===== src/design/uscl_pkg.sv =====
// shared types, register indexes and the channel blend function of the upscaler
// no dependencies
package uscl_pkg;

  localparam logic ACT_WRITE = 1'b0;
  localparam logic ACT_FETCH = 1'b1;

  localparam logic [1:0] REG_SRC_W = 2'd0;
  localparam logic [1:0] REG_SRC_H = 2'd1;
  localparam logic [1:0] REG_DST_W = 2'd2;
  localparam logic [1:0] REG_DST_H = 2'd3;

  localparam logic [9:0]  RST_SRC_W = 10'd320;
  localparam logic [8:0]  RST_SRC_H = 9'd200;
  localparam logic [12:0] RST_DST_W = 13'd1920;
  localparam logic [12:0] RST_DST_H = 13'd1080;

  localparam logic [7:0] ALPHA = 8'hFF;

  typedef struct packed {
    logic        action;
    logic [8:0]  src_x;
    logic [7:0]  src_y;
    logic [23:0] src_rgb;
    logic [11:0] dst_x;
    logic [11:0] dst_y;
  } item_t;

  // a + floor((b - a) * w / 256)
  function automatic logic [7:0] lerp8(input logic [7:0] a, input logic [7:0] b,
                                       input logic [7:0] w);
    logic signed [8:0]  d;
    logic signed [17:0] p;
    logic [9:0]         s;
    d = $signed({1'b0, b}) - $signed({1'b0, a});
    p = d * $signed({1'b0, w});
    s = {2'b00, a} + p[17:8];
    return s[7:0];
  endfunction

endpackage


===== src/design/uscl_front.sv =====
// request intake: classifies requests and queues them for the back end
// depends on uscl_pkg
module uscl_front import uscl_pkg::*; (
  input  logic        clk,
  input  logic        rst,
  input  logic        start,
  input  logic        hold,
  input  logic        action,
  input  logic [8:0]  src_x,
  input  logic [7:0]  src_y,
  input  logic [23:0] src_rgb,
  input  logic [11:0] dst_x,
  input  logic [11:0] dst_y,
  output logic        busy,
  output logic        q_valid,
  output item_t       q_item
);

  item_t      fifo [4];
  logic [1:0] wr_ptr;
  logic [1:0] rd_ptr;
  logic [2:0] count;
  logic       push;
  logic       pop;
  item_t      in_item;

  assign busy    = hold || (count == 3'd4);
  assign push    = start && !busy;
  assign pop     = (count != 3'd0);
  assign q_valid = pop;
  assign q_item  = fifo[rd_ptr];

  always_comb begin
    in_item.action  = (action == ACT_FETCH) ? ACT_FETCH : ACT_WRITE;
    in_item.src_x   = src_x;
    in_item.src_y   = src_y;
    in_item.src_rgb = src_rgb;
    in_item.dst_x   = dst_x;
    in_item.dst_y   = dst_y;
  end

  always_ff @(posedge clk) begin
    if (push) begin
      fifo[wr_ptr] <= in_item;
    end
  end

  always_ff @(posedge clk) begin
    if (rst) begin
      wr_ptr <= 2'd0;
      rd_ptr <= 2'd0;
      count  <= 3'd0;
    end else begin
      if (push) wr_ptr <= wr_ptr + 2'd1;
      if (pop) rd_ptr <= rd_ptr + 2'd1;
      count <= count + 3'(push) - 3'(pop);
    end
  end

endmodule


===== config.mk =====
export PLATFORM = sky130hd
export DESIGN_NAME = uscl_front
export DESIGN_NICKNAME = d
export VERILOG_FILES = /design/src/design/uscl_pkg.sv /design/src/design/uscl_front.sv
export SDC_FILE = /design/constraint.sdc
export NUM_CORES = 1
export LEC_CHECK = 0
export BUFFER_PORTS_ARGS = -buffer_cell sky130_fd_sc_hd__buf_2
export CELL_PAD_IN_SITES_DETAIL_PLACEMENT = 0
export CELL_PAD_IN_SITES_GLOBAL_PLACEMENT = 1
export CORE_MARGIN = 2
export CORE_UTILIZATION = 32
export DETAILED_ROUTE_END_ITERATION = 16
export PLACE_DENSITY_LB_ADDON = 0.1
export RECOVER_POWER = 25
export SLEW_MARGIN = 40
export SYNTH_ARGS = -nofsm -noshare
export SYNTH_HDL_FRONTEND = slang
export SYNTH_SLANG_ARGS = --single-unit

===== constraint.sdc =====
create_clock -name clk -period 4.5 [get_ports clk]
set_input_delay 0.225 -clock clk [delete_from_list [all_inputs] [get_ports clk]]
set_output_delay 0.225 -clock clk [all_outputs]
set_load 0.02 [all_outputs]

==> summary.md <==
| Metric | Value |
|---|---|
| Simple-gate portion of the synthesized area | ~1.1% |
| Element type at the critical path start | flip-flop |
| Leakage | 0.00433 uW |
| Hold Vio Cnt, Final | 0 |
| Total gr overflow | 0 |
| Io pins | 138 |
| Clock Sink Count | 273 |
| Critical Path Sink Type | primary output |
| Die area | approximately 0.033 mm^2 |
| Worst VDD drop | 0.000279 V |
| Initial antenna violation count | 1 |
| Starting Density | approximately a third |
| Worst-Margin Slew | around 0.5 ns |
| Register Area | 0.00812 mm^2 |
| Gpl congestion | ~0.68 |
| Sequential share of the synthesized area | 81.2% |
| Leading area contributor after synthesis | edfxtp_1 |
| XOR/XNOR Fraction of Synth Area | 0.175% |
| Vias in the first global route | approximately 5.3k |
| Post-route cell area | roughly 0.013 mm^2 |
| Number of synthesized register bits | roughly 270 |
| PwrDens | 586 mW/mm^2 |
| Die span in y | around 180 um |
| Area occupied by multi-input gates | between 0.0015 and 0.002 mm^2 |
| Via count | approximately 4.8k |
| Status | complete, no violations |
| Share of layout cells above drive strength 1 | between 30% and 40% |
| Setup tns final | 0 ns |
| Slew HR | between 60% and 70% |
| Post-route insts no fill | around 1.0k |
| Syn Std Cell Area | roughly 0.01 mm^2 |
| Worst skew pair latency | between 0.5 and 0.6 ns |
| ANT nets after route | 0 |
| Tmin final | between 2 and 3 ns |
| RSZ-0062 raised after global routing | no |
| Cell variety after synth | 23 |
| Clk slew on worst S/H paths | roughly 0.060 ns |
| DRC viols | 0 |
| Critical path class | flip-flop to primary output |
| Synth top area share | 79.4% |
| Die Span X | between 150 and 200 um |
| WP data required | ~4.3 ns |
| Placed cell areas | approximately 0.011 mm^2 |
| CP Max Fanout | 30 |
| Largest net degree at the start of global routing | 34 |
| Dpl ws | between 2 and 2.5 ns |
| Area contributors post-synth | edfxtp_1 (79%), mux4_2 (15%), dfxtp_1 (1.8%) |
| DP Wirelength | between 10 and 15 mm |
| Dpl cells | between 900 and 1k |
| Synth Instances | just under 400 |
| Post-synthesis mux area share | ~15% |
| Layout area overhead | 30.3% |
| CTS tree | yes |
| PnR worst setup slack | just under 2 ns |
| Compound-cell area share of the yosys netlist | less than 1% |
| DR pass1 iterations | 4 |
| Root Buffer | clkbuf_16 |
| Fin. max-slew vios | 0 |
| Post-Syn Nets | 470 |
| Min-delay worst type | primary input to flip-flop |
| Critical path arrival | 2.30 ns |
| Clock buffer depth | 3 |
| Hold_ws | roughly 0.11 ns |
| Core Area | 0.0307 mm^2 |
| # nets final | roughly 710 |
| Largest family of logic cells by synthesized area | multiplexers |
| Fillers | 2730 |
| Num CTS Buffers | 30 |
| Initial DRC Count | between 300 and 400 |
| Final setup viols | 0 |
| First-pass GRT wire length | around 31 mm |
| YS warnings | 0 |
| CTS H-tree lvls | 1 |
| Final worst-path cycle share | a little under three fifths |
| Gr usage total | 12.5% |
| Port buffer count | between 100 and 150 |
| Drt wl/cell | 19.5 um |
| Vias per cell | 4.58 |
| Drt total wl | just over 20 mm |
| Max_cap viols | 0 |
| Peak Freq | 0.396 GHz |
| Syn Area/Cell | between 20 and 30 um^2 |
| Num rows | 64 |
| Clock Skew | 0.0155 ns |
| Synth Area in Adders | less than 1% |
==> Yosys cell counts <==
cell type    n
mux2i_1      1
nor3b_1      2
buf_4        2
mux4_2      66
xor2_1       2
nor3_1       1
dfxtp_1      9
mux2_2       1
edfxtp_1   264
clkbuf_1     3
nor2b_1      1
a21o_1       1
o31ai_1      1
and2_1       5
buf_2        5
a21oi_2      1
buf_6        5
nor2_1       7
inv_1        5
ha_1         6
fa_1         1
or3_1        1
nand2b_1     3
==> critical path: stages (launching register included) <==
cell and delay [ns]:
dfxtp_4 0.64, buf_12 0.33, mux4_2 0.58, buf_2 0.19
==> layer usage <==
| layer | vias up | GRT usage (%) | wire length (um) |
|---|---|---|---|
| met5 | - | 0 | 0 |
| met4 | 0 | 3.19 | 452 |
| met3 | 35 | 2.87 | 1030 |
| met2 | 120 | 20.4 | 9740 |
| met1 | 2509 | 17.1 | 9190 |
| li1 | 2144 | - | - |
==> final cells by class <==
type | count | share of cell area [%]
sequential | 273 | 62.4
multi-input combinational | 100 | 13.6
timing repair buffer | 218 | 11.8
clock buffer | 39 | 6.42
tap | 396 | 3.81
clock inverter | 17 | 1.89
inverter | 5 | 0.144
antenna | 1 | 0.0192
==> repair_timing <==
item | 4_1_cts | 5_1_grt
gates resized for setup | 0 | 0
hold endpoints to repair | 271 | 0
buffers inserted | 0 | 0
hold buffers | 67 | 0
==> stage by stage <==
step                util, %  power (uW)
CTS                    42.6        7790
global placement       36.3        5030
detailed placement     36.9        5110
global route           42.4        7990
floorplan                 -        4440
finish                 42.4        7630
==> logic make-up after synthesis <==
family | count (synthesis)
AO/OA/AOI/OAI | 3
buffers and inverters | 20
XOR/XNOR | 2
multiplexers | 68
flip-flops | 273
adder cells (fa/ha/maj) | 7
AND/OR/NAND/NOR | 20
==> registers in the layout, indices dropped and copies added, names as in the netlist, named ones only <==
signal,count
rd_ptr,2
count,3
wr_ptr,2
fifo,264
==> cell usage in the layout (no fill, tap or decap) <==
master	n
a21o_1	1
nand2b_1	3
dfxtp_4	2
mux2_2	1
or3_1	1
xor2_1	2
clkbuf_16	30
diode_2	1
fa_1	1
clkinv_8	1
buf_12	10
inv_1	5
ha_1	6
and2_1	1
buf_4	4
clkinv_2	9
o31ai_1	1
and2_4	4
buf_2	95
dlygate4sd3_1	67
nor3_1	1
clkbuf_8	5
clkinv_1	1
mux2i_1	1
bufinv_16	6
nor2_1	7
dfxtp_1	7
edfxtp_1	264
nor3b_1	2
mux4_2	66
clkbuf_1	46
a21oi_2	1
nor2b_1	1
==> power by group <==
| group | switching (uW) | internal [uW] |
|---|---|---|
| sequential | 141 | 2930 |
| combinational | 1060 | 891 |
| clock | 957 | 1650 |
==> path summary, 6_finish.rpt <==
| kind | depth (start not counted) | slack, ns | endpoint | startpoint |
|---|---|---|---|---|
| max | 3 | 1.98 | q_item[62] | flip-flop |
| min | 4 | 0.11 | wr_ptr[1]$_SDFFE_PP0P_ | start |
| max reg2reg | 11 | 2.12 | count[2]$_SDFF_PP0_ | count[1]$_SDFF_PP0_ |
| min reg2reg | 2 | 0.53 | rd_ptr[1]$_SDFFE_PP0N_ | rd_ptr[1]$_SDFFE_PP0N_ |
(Power assumes the default switching activity.)
