$ cat src/design/uscl_pkg.sv
// shared types, register indexes and the channel blend function of the upscaler
// no dependencies
package uscl_pkg;

  localparam logic ACT_WRITE = 1'b0;
  localparam logic ACT_FETCH = 1'b1;

  localparam logic [1:0] REG_SRC_W = 2'd0;
  localparam logic [1:0] REG_SRC_H = 2'd1;
  localparam logic [1:0] REG_DST_W = 2'd2;
  localparam logic [1:0] REG_DST_H = 2'd3;

  localparam logic [9:0]  RST_SRC_W = 10'd320;
  localparam logic [8:0]  RST_SRC_H = 9'd200;
  localparam logic [12:0] RST_DST_W = 13'd1920;
  localparam logic [12:0] RST_DST_H = 13'd1080;

  localparam logic [7:0] ALPHA = 8'hFF;

  typedef struct packed {
    logic        action;
    logic [8:0]  src_x;
    logic [7:0]  src_y;
    logic [23:0] src_rgb;
    logic [11:0] dst_x;
    logic [11:0] dst_y;
  } item_t;

  // a + floor((b - a) * w / 256)
  function automatic logic [7:0] lerp8(input logic [7:0] a, input logic [7:0] b,
                                       input logic [7:0] w);
    logic signed [8:0]  d;
    logic signed [17:0] p;
    logic [9:0]         s;
    d = $signed({1'b0, b}) - $signed({1'b0, a});
    p = d * $signed({1'b0, w});
    s = {2'b00, a} + p[17:8];
    return s[7:0];
  endfunction

endpackage

$ cat src/design/uscl_recip.sv
// bit-serial reciprocal: recip = floor(2^K / div), one quotient bit a cycle
// depends on uscl_pkg
module uscl_recip import uscl_pkg::*; #(
  parameter int K = 29
) (
  input  logic        clk,
  input  logic        rst,
  input  logic        go,
  input  logic [12:0] div,
  output logic        busy,
  output logic [K:0]  recip
);

  localparam int CW = $clog2(K + 1);

  logic [12:0]   rem;
  logic [CW-1:0] cnt;
  logic          run;
  logic [13:0]   trial;
  logic          qbit;

  assign busy  = run;
  // numerator is a single one at bit K
  assign trial = {rem, (cnt == CW'(K))};
  assign qbit  = (trial >= {1'b0, div});

  always_ff @(posedge clk) begin
    if (rst) begin
      run <= 1'b0;
      cnt <= '0;
    end else if (go) begin
      run <= 1'b1;
      cnt <= CW'(K);
    end else if (run) begin
      if (cnt == '0) run <= 1'b0;
      else cnt <= cnt - CW'(1);
    end
  end

  always_ff @(posedge clk) begin
    if (go) begin
      rem   <= '0;
      recip <= '0;
    end else if (run) begin
      rem   <= qbit ? 13'(trial - {1'b0, div}) : trial[12:0];
      recip <= {recip[K-1:0], qbit};
    end
  end

endmodule

$ cat config.mk
export PLATFORM = sky130hd
export DESIGN_NAME = uscl_recip
export DESIGN_NICKNAME = d
export VERILOG_FILES = /design/src/design/uscl_pkg.sv /design/src/design/uscl_recip.sv
export SDC_FILE = /design/constraint.sdc
export NUM_CORES = 1
export LEC_CHECK = 0
export BUFFER_PORTS_ARGS = -buffer_cell sky130_fd_sc_hd__buf_2
export CELL_PAD_IN_SITES_DETAIL_PLACEMENT = 0
export CELL_PAD_IN_SITES_GLOBAL_PLACEMENT = 1
export CORE_MARGIN = 4
export CORE_UTILIZATION = 41
export DETAILED_ROUTE_END_ITERATION = 10
export HOLD_SLACK_MARGIN = 0.02
export PLACE_DENSITY_LB_ADDON = 0.1
export SETUP_SLACK_MARGIN = 0.02
export SLEW_MARGIN = 5
export SYNTH_ARGS = -nofsm -noshare
export SYNTH_HDL_FRONTEND = slang
export SYNTH_SLANG_ARGS = --single-unit
$ cat constraint.sdc
create_clock -name clk -period 3.5 [get_ports clk]
set_input_delay 0.175 -clock clk [delete_from_list [all_inputs] [get_ports clk]]
set_output_delay 0.175 -clock clk [all_outputs]
set_load 0.02 [all_outputs]
==> impl_metrics.env, run 1 <==
export IMPL_vias_per_cell=5.200
export IMPL_cts_resized=0
export IMPL_fin_nets=370
export IMPL_cts_htree_levels=2
export IMPL_r2r_start="cnt[1]"
export IMPL_area_growth_pct=15.43
export IMPL_antenna_cells=0
export IMPL_rr_endpoint="rem[0]"
export IMPL_totalWireLength_um=5504
export IMPL_cts_root_buf="clkbuf_8"
export IMPL_tritoncts="done"
export IMPL_crit_path_start_kind="flip-flop"
export IMPL_die_area_um2=7622
export IMPL_clkLatencyLatePin_ns=0.30
export IMPL_drt_wirelength_per_cell_um=13.29
export IMPL_grt_max_degree=47
export IMPL_cp_arrival_ns=3.24
export IMPL_num_rows=28
export IMPL_ir_drop_mv=0.1501
export IMPL_rrSetupSlack_ns=0.48
export IMPL_antenna_found_initial=0
export IMPL_critPathCaptureType="flip-flop"
export IMPL_portBuffers=46
export IMPL_ys_ff_latch=49
export IMPL_crit_path_max_fanout=6
export IMPL_required_ns=3.72
export IMPL_yosys_cell_types_count=44
export IMPL_fmax_mhz=331.3
export IMPL_start_util_pct=42.79
export IMPL_fin_setup_tns_ns=0
export IMPL_antenna_left=0
export IMPL_fill_cells=601
export IMPL_cts_hold_buffers=0
export IMPL_io_pins=47
export IMPL_leakage_nw=1.362
export IMPL_die_h_um=87.31
export IMPL_async_flop_share_pct=0
export IMPL_grt_pass1_wl_um=9846
export IMPL_syn_nets=329
export IMPL_status="completed"
export IMPL_postPlaceCellArea_um2=2865
export IMPL_drv_cap=0
export IMPL_fin_skew_ns=0.008270
export IMPL_first_iter_violations=48
export IMPL_fp_dieW_um=87.31
export IMPL_power_density_nw_per_um2=426.7
export IMPL_clock_sink_count=49
export IMPL_synth_seq_area_share_pct=38.04
export IMPL_slew_headroom_pct=42.59
export IMPL_synthesis_area_um2=2579
export IMPL_synthFlopType="dfxtp_1"
export IMPL_hp_class="in2reg"
export IMPL_syn_instance_count=297
export IMPL_core_area_um2=6026
export IMPL_hold_path_depth=2
export IMPL_drv_slew=0
export IMPL_num_vias=2153
export IMPL_fin_util_pct=49.40
export IMPL_grt_overflow_total=0
export IMPL_cts_buffer_depth=2
export IMPL_startpoint="cnt[1]"
export IMPL_endpoint="rem[0]"
export IMPL_synth_edf_count=0
export IMPL_avgSynthCellArea_um2=8.683
export IMPL_hold_viol_final=0
export IMPL_drtPass1Iterations=4
export IMPL_r2r_cells=12
export IMPL_cts_buffers=5
export IMPL_finalCritPeriodShare_pct=86.24
export IMPL_gp_congestion=0.8357
export IMPL_period_minus_slack_ns=3.018
export IMPL_ys_warn_count=0
export IMPL_grt_pass1_vias=2100
export IMPL_finalInstanceArea_um2=2977
export IMPL_path_clk_slew_ns=0.09
export IMPL_post_cts_setup_buffers=0
export IMPL_critPathKind="reg2reg"
export IMPL_dpl_hpwl_um=3981
export IMPL_tightest_slew_ns=0.8611
export IMPL_drc_errors=0
export IMPL_grt_usage_pct=15.84
export IMPL_rsz0062_at_grt="no"
export IMPL_finalSetupViolations=0
export IMPL_drive_above_1_share_pct=19.47
-- layout by cell type, fill, tap and decap left out, types with 2 or more instances in the layout --
cell,instances
a21oi_1,16
o211ai_1,5
nor3_1,3
o21a_1,2
ha_1,15
nor2_1,50
a21o_1,5
a311oi_1,9
nand3_1,5
o21ai_0,3
dfxtp_1,48
buf_4,3
xor2_1,5
clkbuf_8,5
xnor2_1,6
a31oi_1,2
nand2_1,23
inv_1,19
o31ai_1,3
nand4_1,2
a211oi_1,7
nand3_2,2
buf_2,46
a31o_2,2
mux2i_1,30
mux2_2,2
-- metrics by stage --
| stage | setup WS [ns] | hold WS [ns] | power, mW | cells |
|---|---|---|---|---|
| 2_1_floorplan | 0.7981 | 0.2441 | 0.8188 | 297 |
| 5_1_grt | 0.2043 | 0.1093 | 1.351 | 414 |
| 4_1_cts | 0.4478 | 0.1095 | 1.293 | 414 |
| 3_3_place_gp | 0.5947 | 0.4376 | 0.8774 | 406 |
| 6_report | 0.4816 | 0.1211 | 1.270 | 414 |
| 3_5_place_dp | 0.4508 | 0.4355 | 0.8752 | 406 |
-- worst min path at each step --
stage               from  endpoint
finish               rst      busy
global route         rst      busy
CTS                  rst      busy
detailed placement   rst      busy
global placement     rst      busy
floorplan            rst      busy
-- cell families (layout without fill, tap and decap cells) --
group                      Yosys count  count (layout)  share of synthesized area (%)
AOI/OAI and AO/OA                   60              60                          16.30
adders and majority gates           16              16                          8.054
buffers and inverters               34              76                          5.143
xor gates and xnor gates            11              11                          3.736
and+or+nand+nor                     95              95                          16.21
DFF                                 49              49                          38.04
muxes                               32              32                          12.52
-- layout make-up --
cell class | count | area, um2 | share of cell area [%]
clock buffers | 6 | 72.57 | 2.438
repair buffers | 49 | 252.7 | 8.491
well taps | 75 | 93.84 | 3.153
clock inverters | 2 | 38.79 | 1.303
flip-flops and latches | 49 | 982.2 | 33.00
multi-input cells | 214 | 1465 | 49.22
inverters | 19 | 71.32 | 2.396
-- power breakdown --
| group | internal [mW] | total, mW | switching, mW |
|---|---|---|---|
| combinational | 0.111 | 0.257 | 0.146 |
| clock | 0.215 | 0.408 | 0.193 |
| sequential | 0.578 | 0.606 | 0.0282 |
| total | 0.903 | 1.27 | 0.367 |
-- worst max-delay path: stages (launching register included) --
cell	delay (ns)
dfxtp_1	0.35
inv_1	0.07
ha_1	0.18
nand4_1	0.11
ha_1	0.18
inv_1	0.05
fa_1	0.41
a211oi_1	0.32
o211ai_1	0.16
and2_1	0.21
o21ai_2	0.30
mux2_2	0.37
a211oi_1	0.21
-- routing by layer --
metal	up-vias	GRT usage [%]	wire length (um)	part of all wire, %
li1	1124	-	-	-
met1	990	22.09	2883	52
met2	35	24.25	2365	43
met3	4	3.406	190	3.5
met4	0	5.160	65	1.2
met5	-	0	0	0
-- cells in the mapped netlist, types with 2 or more instances --
cell type / instances / area, um2
nor2_1: 50 / 187.7
dfxtp_1: 49 / 980.9
mux2i_1: 30 / 300.3
nand2_1: 23 / 86.33
inv_1: 19 / 71.32
a21oi_1: 16 / 80.08
ha_1: 15 / 187.7
clkbuf_1: 11 / 41.29
a311oi_1: 9 / 78.83
a211oi_1: 7 / 52.55
xnor2_1: 6 / 52.55
a21o_1: 5 / 37.54
nand3_1: 5 / 25.02
o211ai_1: 5 / 37.54
xor2_1: 5 / 43.79
nor3_1: 3 / 15.01
o21ai_0: 3 / 15.01
o31ai_1: 3 / 22.52
a31o_2: 2 / 17.52
a31oi_1: 2 / 12.51
buf_1: 2 / 7.510
mux2_2: 2 / 22.52
nand3_2: 2 / 20.02
nand4_1: 2 / 12.51
o21a_1: 2 / 15.01
-- registers in the layout, indices dropped and copies added (netlist names) --
signal and flops:
busy 1, cnt 5, recip 30, rem 13
Note: power is estimated with default switching activity, not from simulation.
==> run 2, diff against run 1 <==
- clock period: 3.5 -> 3.3 ns (I/O delays scaled with it)
==> impl_metrics.env, run 2 (synthesis gave the netlist of run 1 again) <==
export IMPL_status="completed"
export IMPL_drv_cap=0
export IMPL_fin_setup_tns_ns=0
export IMPL_dpl_hpwl_um=4119
export IMPL_fin_nets=371
export IMPL_drv_slew=0
export IMPL_cts_htree_levels=2
export IMPL_rsz0062_at_grt="no"
export IMPL_power_density_nw_per_um2=451.3
export IMPL_start_util_pct=42.79
export IMPL_post_cts_setup_buffers=0
export IMPL_cts_hold_buffers=0
export IMPL_first_iter_violations=76
export IMPL_tightest_slew_ns=0.6150
export IMPL_cts_root_buf="clkbuf_8"
export IMPL_num_vias=2176
export IMPL_tritoncts="done"
export IMPL_hold_path_depth=2
export IMPL_cts_buffer_depth=2
export IMPL_antenna_cells=0
export IMPL_finalCritPeriodShare_pct=88.32
export IMPL_fin_skew_ns=0.004901
export IMPL_rrSetupSlack_ns=0.39
export IMPL_period_minus_slack_ns=2.915
export IMPL_final_common_cell="nor2_1"
export IMPL_hold_viol_final=0
export IMPL_largest_reg_flops=30
export IMPL_finalSetupViolations=0
export IMPL_grt_pass1_wl_um=9715
export IMPL_die_h_um=87.31
export IMPL_portBuffers=46
export IMPL_finalPower_mw=1.347
export IMPL_antenna_left=0
export IMPL_largest_register="recip"
export IMPL_vias_per_cell=5.243
export IMPL_critPathCaptureType="flip-flop"
export IMPL_grt_usage_pct=15.95
export IMPL_cts_buffers=5
export IMPL_grt_overflow_total=0
export IMPL_clkLatencyLatePin_ns=0.30
export IMPL_postPlaceCellArea_um2=2873
export IMPL_io_pins=47
export IMPL_rr_endpoint="rem[0]"
export IMPL_drtPass1Iterations=4
export IMPL_fp_dieW_um=87.31
export IMPL_crit_path_start_kind="flip-flop"
export IMPL_drt_wirelength_per_cell_um=13.68
export IMPL_path_clk_slew_ns=0.09
export IMPL_r2r_start="cnt[1]"
export IMPL_layout_cells_most_common_list="nor2_1, dfxtp_1, buf_2"
export IMPL_clock_sink_count=49
export IMPL_fmax_mhz=343.1
export IMPL_leakage_nw=1.367
export IMPL_finalInstanceArea_um2=2984
export IMPL_hold_end="busy"
export IMPL_antenna_found_initial=0
export IMPL_cp_arrival_ns=3.13
export IMPL_core_area_um2=6026
export IMPL_num_rows=28
export IMPL_grt_pass1_vias=2057
export IMPL_ir_drop_mv=0.1907
export IMPL_drive_above_1_share_pct=19.71
export IMPL_critPathKind="reg2reg"
export IMPL_hold_path_startpoint="rst"
export IMPL_cts_resized=0
export IMPL_grt_max_degree=46
export IMPL_r2r_cells=12
export IMPL_slew_headroom_pct=58.56
export IMPL_crit_path_max_fanout=3
export IMPL_required_ns=3.52
export IMPL_die_area_um2=7622
export IMPL_reg_largest_list="recip (30), rem (13), cnt (5)"
export IMPL_area_growth_pct=15.72
export IMPL_hp_class="in2reg"
export IMPL_totalWireLength_um=5678
export IMPL_gp_congestion=0.8105
export IMPL_drc_errors=0
-- run 2: cell types whose count changed in the layout (fill, tap and decap cells not counted) --
cell	change
buf_4	+1
-- run 2: metrics by stage --
stage / utilization (%) / cells / hold WS (ns) / setup slack, ns
after detailed placement: 47.67 / 407 / 0.4301 / 0.4044
after global routing: 49.52 / 415 / 0.1124 / 0.1670
after CTS: 49.52 / 415 / 0.1103 / 0.3896
after floorplan: - / 297 / 0.2341 / 0.5981
final: 49.52 / 415 / 0.1173 / 0.3855
after global placement: 47.67 / 407 / 0.4257 / 0.5231
-- run 2: worst max-delay path by stage --
stage           start     end  cells after the start
2_1_floorplan  cnt[1]  rem[0]                     12
3_3_place_gp   cnt[1]  rem[0]                     12
3_5_place_dp   cnt[1]  rem[0]                     12
4_1_cts        cnt[1]  rem[0]                     12
5_1_grt        cnt[1]  rem[6]                     13
6_report       cnt[1]  rem[0]                     12
-- run 2: per-layer routing --
metal	global-route usage [%]	vias up	wire length, um
li1	-	1127	-
met1	21.82	1009	2859
met2	25.14	38	2558
met3	4.068	2	229
met4	3.766	0	29
met5	0	-	0
-- run 2: critical path: stages, from the launching register on --
cell      delay (ns)
dfxtp_1         0.36
inv_1           0.07
ha_1            0.17
nand4_1         0.12
ha_1            0.19
inv_1           0.06
fa_1            0.41
a211oi_1        0.31
o211ai_1        0.17
and2_1          0.22
o21ai_2         0.20
mux2_2          0.35
a211oi_1        0.21
-- run 2: area by class of cell --
type | instances | area [um2]
Multi-Input combinational cell | 214 | 1465
Tap cell | 75 | 93.84
Clock buffer | 6 | 72.57
Fill cell | 628 | 3042
Inverter | 19 | 71.32
Timing Repair Buffer | 50 | 260.3
Sequential cell | 49 | 982.2
Clock inverter | 2 | 38.79
-- run 2: report_power, final --
part	switching, mW	internal (mW)
sequential	0.0249	0.613
clock	0.201	0.228
combinational	0.161	0.119
==> run 3, diff against run 2 <==
- ABC_CLOCK_PERIOD_IN_PS: default -> 3300
- RECOVER_POWER: default -> 50
==> impl_metrics.env, run 3 (synthesis gave the netlist of run 1 again) <==
export IMPL_post_cts_setup_buffers=0
export IMPL_drt_wirelength_per_cell_um=13.66
export IMPL_fin_nets=371
export IMPL_fill_cells=646
export IMPL_die_area_um2=7622
export IMPL_period_minus_slack_ns=2.919
export IMPL_hold_viol_final=0
export IMPL_cts_buffers=5
export IMPL_largest_reg_flops=30
export IMPL_grt_pass1_wl_um=9715
export IMPL_rrSetupSlack_ns=0.38
export IMPL_grt_max_degree=46
export IMPL_totalWireLength_um=5667
export IMPL_crit_path_max_fanout=3
export IMPL_grt_usage_pct=15.95
export IMPL_regArea_um2=980.9
export IMPL_required_ns=3.51
export IMPL_grt_overflow_total=0
export IMPL_largest_register="recip"
export IMPL_power_density_nw_per_um2=458.0
export IMPL_reg_largest_list="recip (30), rem (13), cnt (5)"
export IMPL_r2r_start="cnt[1]"
export IMPL_dpl_hpwl_um=4119
export IMPL_io_pins=47
export IMPL_antenna_left=0
export IMPL_path_clk_slew_ns=0.09
export IMPL_final_cell_count_no_fill=415
export IMPL_hold_end="cnt[3]"
export IMPL_gp_congestion=0.8105
export IMPL_cp_arrival_ns=3.13
export IMPL_crit_chain="inv_1 -> ha_1 -> nand4_1 -> ha_1 -> inv_1 -> fa_1 -> a211oi_1 -> o211ai_1 -> and2_1 -> o21ai_2 -> mux2_2 -> a211oi_1"
export IMPL_cts_buffer_depth=2
export IMPL_r2r_cells=12
export IMPL_fin_setup_tns_ns=0
export IMPL_antenna_found_initial=0
export IMPL_cpPeakStageDelay_ns=0.41
export IMPL_tritoncts="done"
export IMPL_cts_htree_levels=2
export IMPL_cp_top_family="compound AO/OA/AOI/OAI gates"
export IMPL_drc_errors=0
export IMPL_critPathKind="reg2reg"
export IMPL_clkLatencyLatePin_ns=0.30
export IMPL_drive_above_1_share_pct=10.29
export IMPL_start_util_pct=42.79
export IMPL_multi_input_area_um2=1465
export IMPL_hold_path_depth=2
export IMPL_crit_path_start_kind="flip-flop"
export IMPL_core_area_um2=6026
export IMPL_clock_sink_count=49
export IMPL_area_growth_pct=14.07
export IMPL_hp_class="in2reg"
export IMPL_portBuffers=46
export IMPL_antenna_cells=0
export IMPL_layout_cells_most_common_list="nor2_1, dfxtp_1, clkbuf_1"
export IMPL_vias_per_cell=5.248
export IMPL_fin_skew_ns=0.005753
export IMPL_drtPass1Iterations=5
export IMPL_cts_resized=0
export IMPL_fp_dieW_um=87.31
export IMPL_rr_endpoint="rem[0]"
export IMPL_hold_path_startpoint="rst"
export IMPL_grt_pass1_vias=2057
export IMPL_cpMaxStageDelayCell="fa_1"
export IMPL_fmax_mhz=342.6
export IMPL_finalCritPeriodShare_pct=88.46
export IMPL_num_rows=28
export IMPL_slew_headroom_pct=28.80
export IMPL_cts_hold_buffers=0
export IMPL_tightest_slew_ns=1.068
export IMPL_status="completed"
export IMPL_cts_root_buf="clkbuf_8"
export IMPL_die_h_um=87.31
export IMPL_leakage_nw=1.230
export IMPL_finalSetupViolations=0
export IMPL_rsz0062_at_grt="no"
export IMPL_ir_drop_mv=0.1909
export IMPL_drv_slew=0
export IMPL_num_vias=2178
export IMPL_final_common_cell="nor2_1"
export IMPL_first_iter_violations=86
export IMPL_drv_cap=0
export IMPL_dp_cells=407
export IMPL_critPathCaptureType="flip-flop"
export IMPL_crit_buf_inv=2
run 3: changes by cell type in the layout (fill, tap and decap cells not counted), sizes merged:
cell,before,now
buf,50,18
clkbuf,6,38
run 3: stage by stage:
stage / utilization, % / cell area [um2] / setup slack (ns) / hold slack [ns] / total power [mW]
after floorplan: - / 2579 / 0.5981 / 0.2341 / 0.8684
after global placement: 47.67 / 2873 / 0.5231 / 0.4257 / 0.9314
after detailed placement: 47.67 / 2873 / 0.4044 / 0.4301 / 0.9315
after CTS: 49.52 / 2984 / 0.3896 / 0.1103 / 1.371
after global routing: 48.82 / 2942 / 0.1670 / 0.1189 / 1.436
final: 48.82 / 2942 / 0.3808 / 0.1208 / 1.347
run 3: worst max path at each step:
stage / from / to / slack [ns] / cells past startpoint
floorplan: cnt[1] / rem[0] / 0.60 / 12
global placement: cnt[1] / rem[0] / 0.52 / 12
detailed placement: cnt[1] / rem[0] / 0.40 / 12
CTS: cnt[1] / rem[0] / 0.39 / 12
global route: cnt[1] / rem[6] / 0.17 / 13
finish: cnt[1] / rem[0] / 0.38 / 12
run 3: per-layer routing:
| layer | part of all wire, % | GRT usage (%) |
|---|---|---|
| met5 | 0 | 0 |
| met4 | 0.51 | 3.766 |
| met3 | 3.8 | 4.068 |
| met2 | 45 | 25.14 |
| met1 | 51 | 21.82 |
run 3: worst reg2reg max path, delay by kind of cell (launching register included):
family | cells | cell delay [ns]
AO/OA/AOI/OAI | 4 | 0.90
adder cells (fa/ha/maj) | 3 | 0.77
buffers and inverters | 2 | 0.13
flip-flops | 1 | 0.36
multiplexers | 1 | 0.35
AND/OR/NAND/NOR | 2 | 0.34
run 3: where the power goes:
| part | total, mW | switching, mW | internal, mW |
|---|---|---|---|
| Combinational | 0.281 | 0.161 | 0.120 |
| Clock | 0.429 | 0.201 | 0.228 |
| Sequential | 0.637 | 0.0249 | 0.612 |
| Total | 1.35 | 0.388 | 0.960 |
run 3: layout make-up:
cell class / count / share of cell area, %
Sequential cell: 49 / 33.35
Timing Repair Buffer: 50 / 7.444
Clock buffer: 6 / 2.467
Inverter: 19 / 2.425
Multi-Input combinational cell: 214 / 49.81
Clock inverter: 2 / 1.319
Tap cell: 75 / 3.190
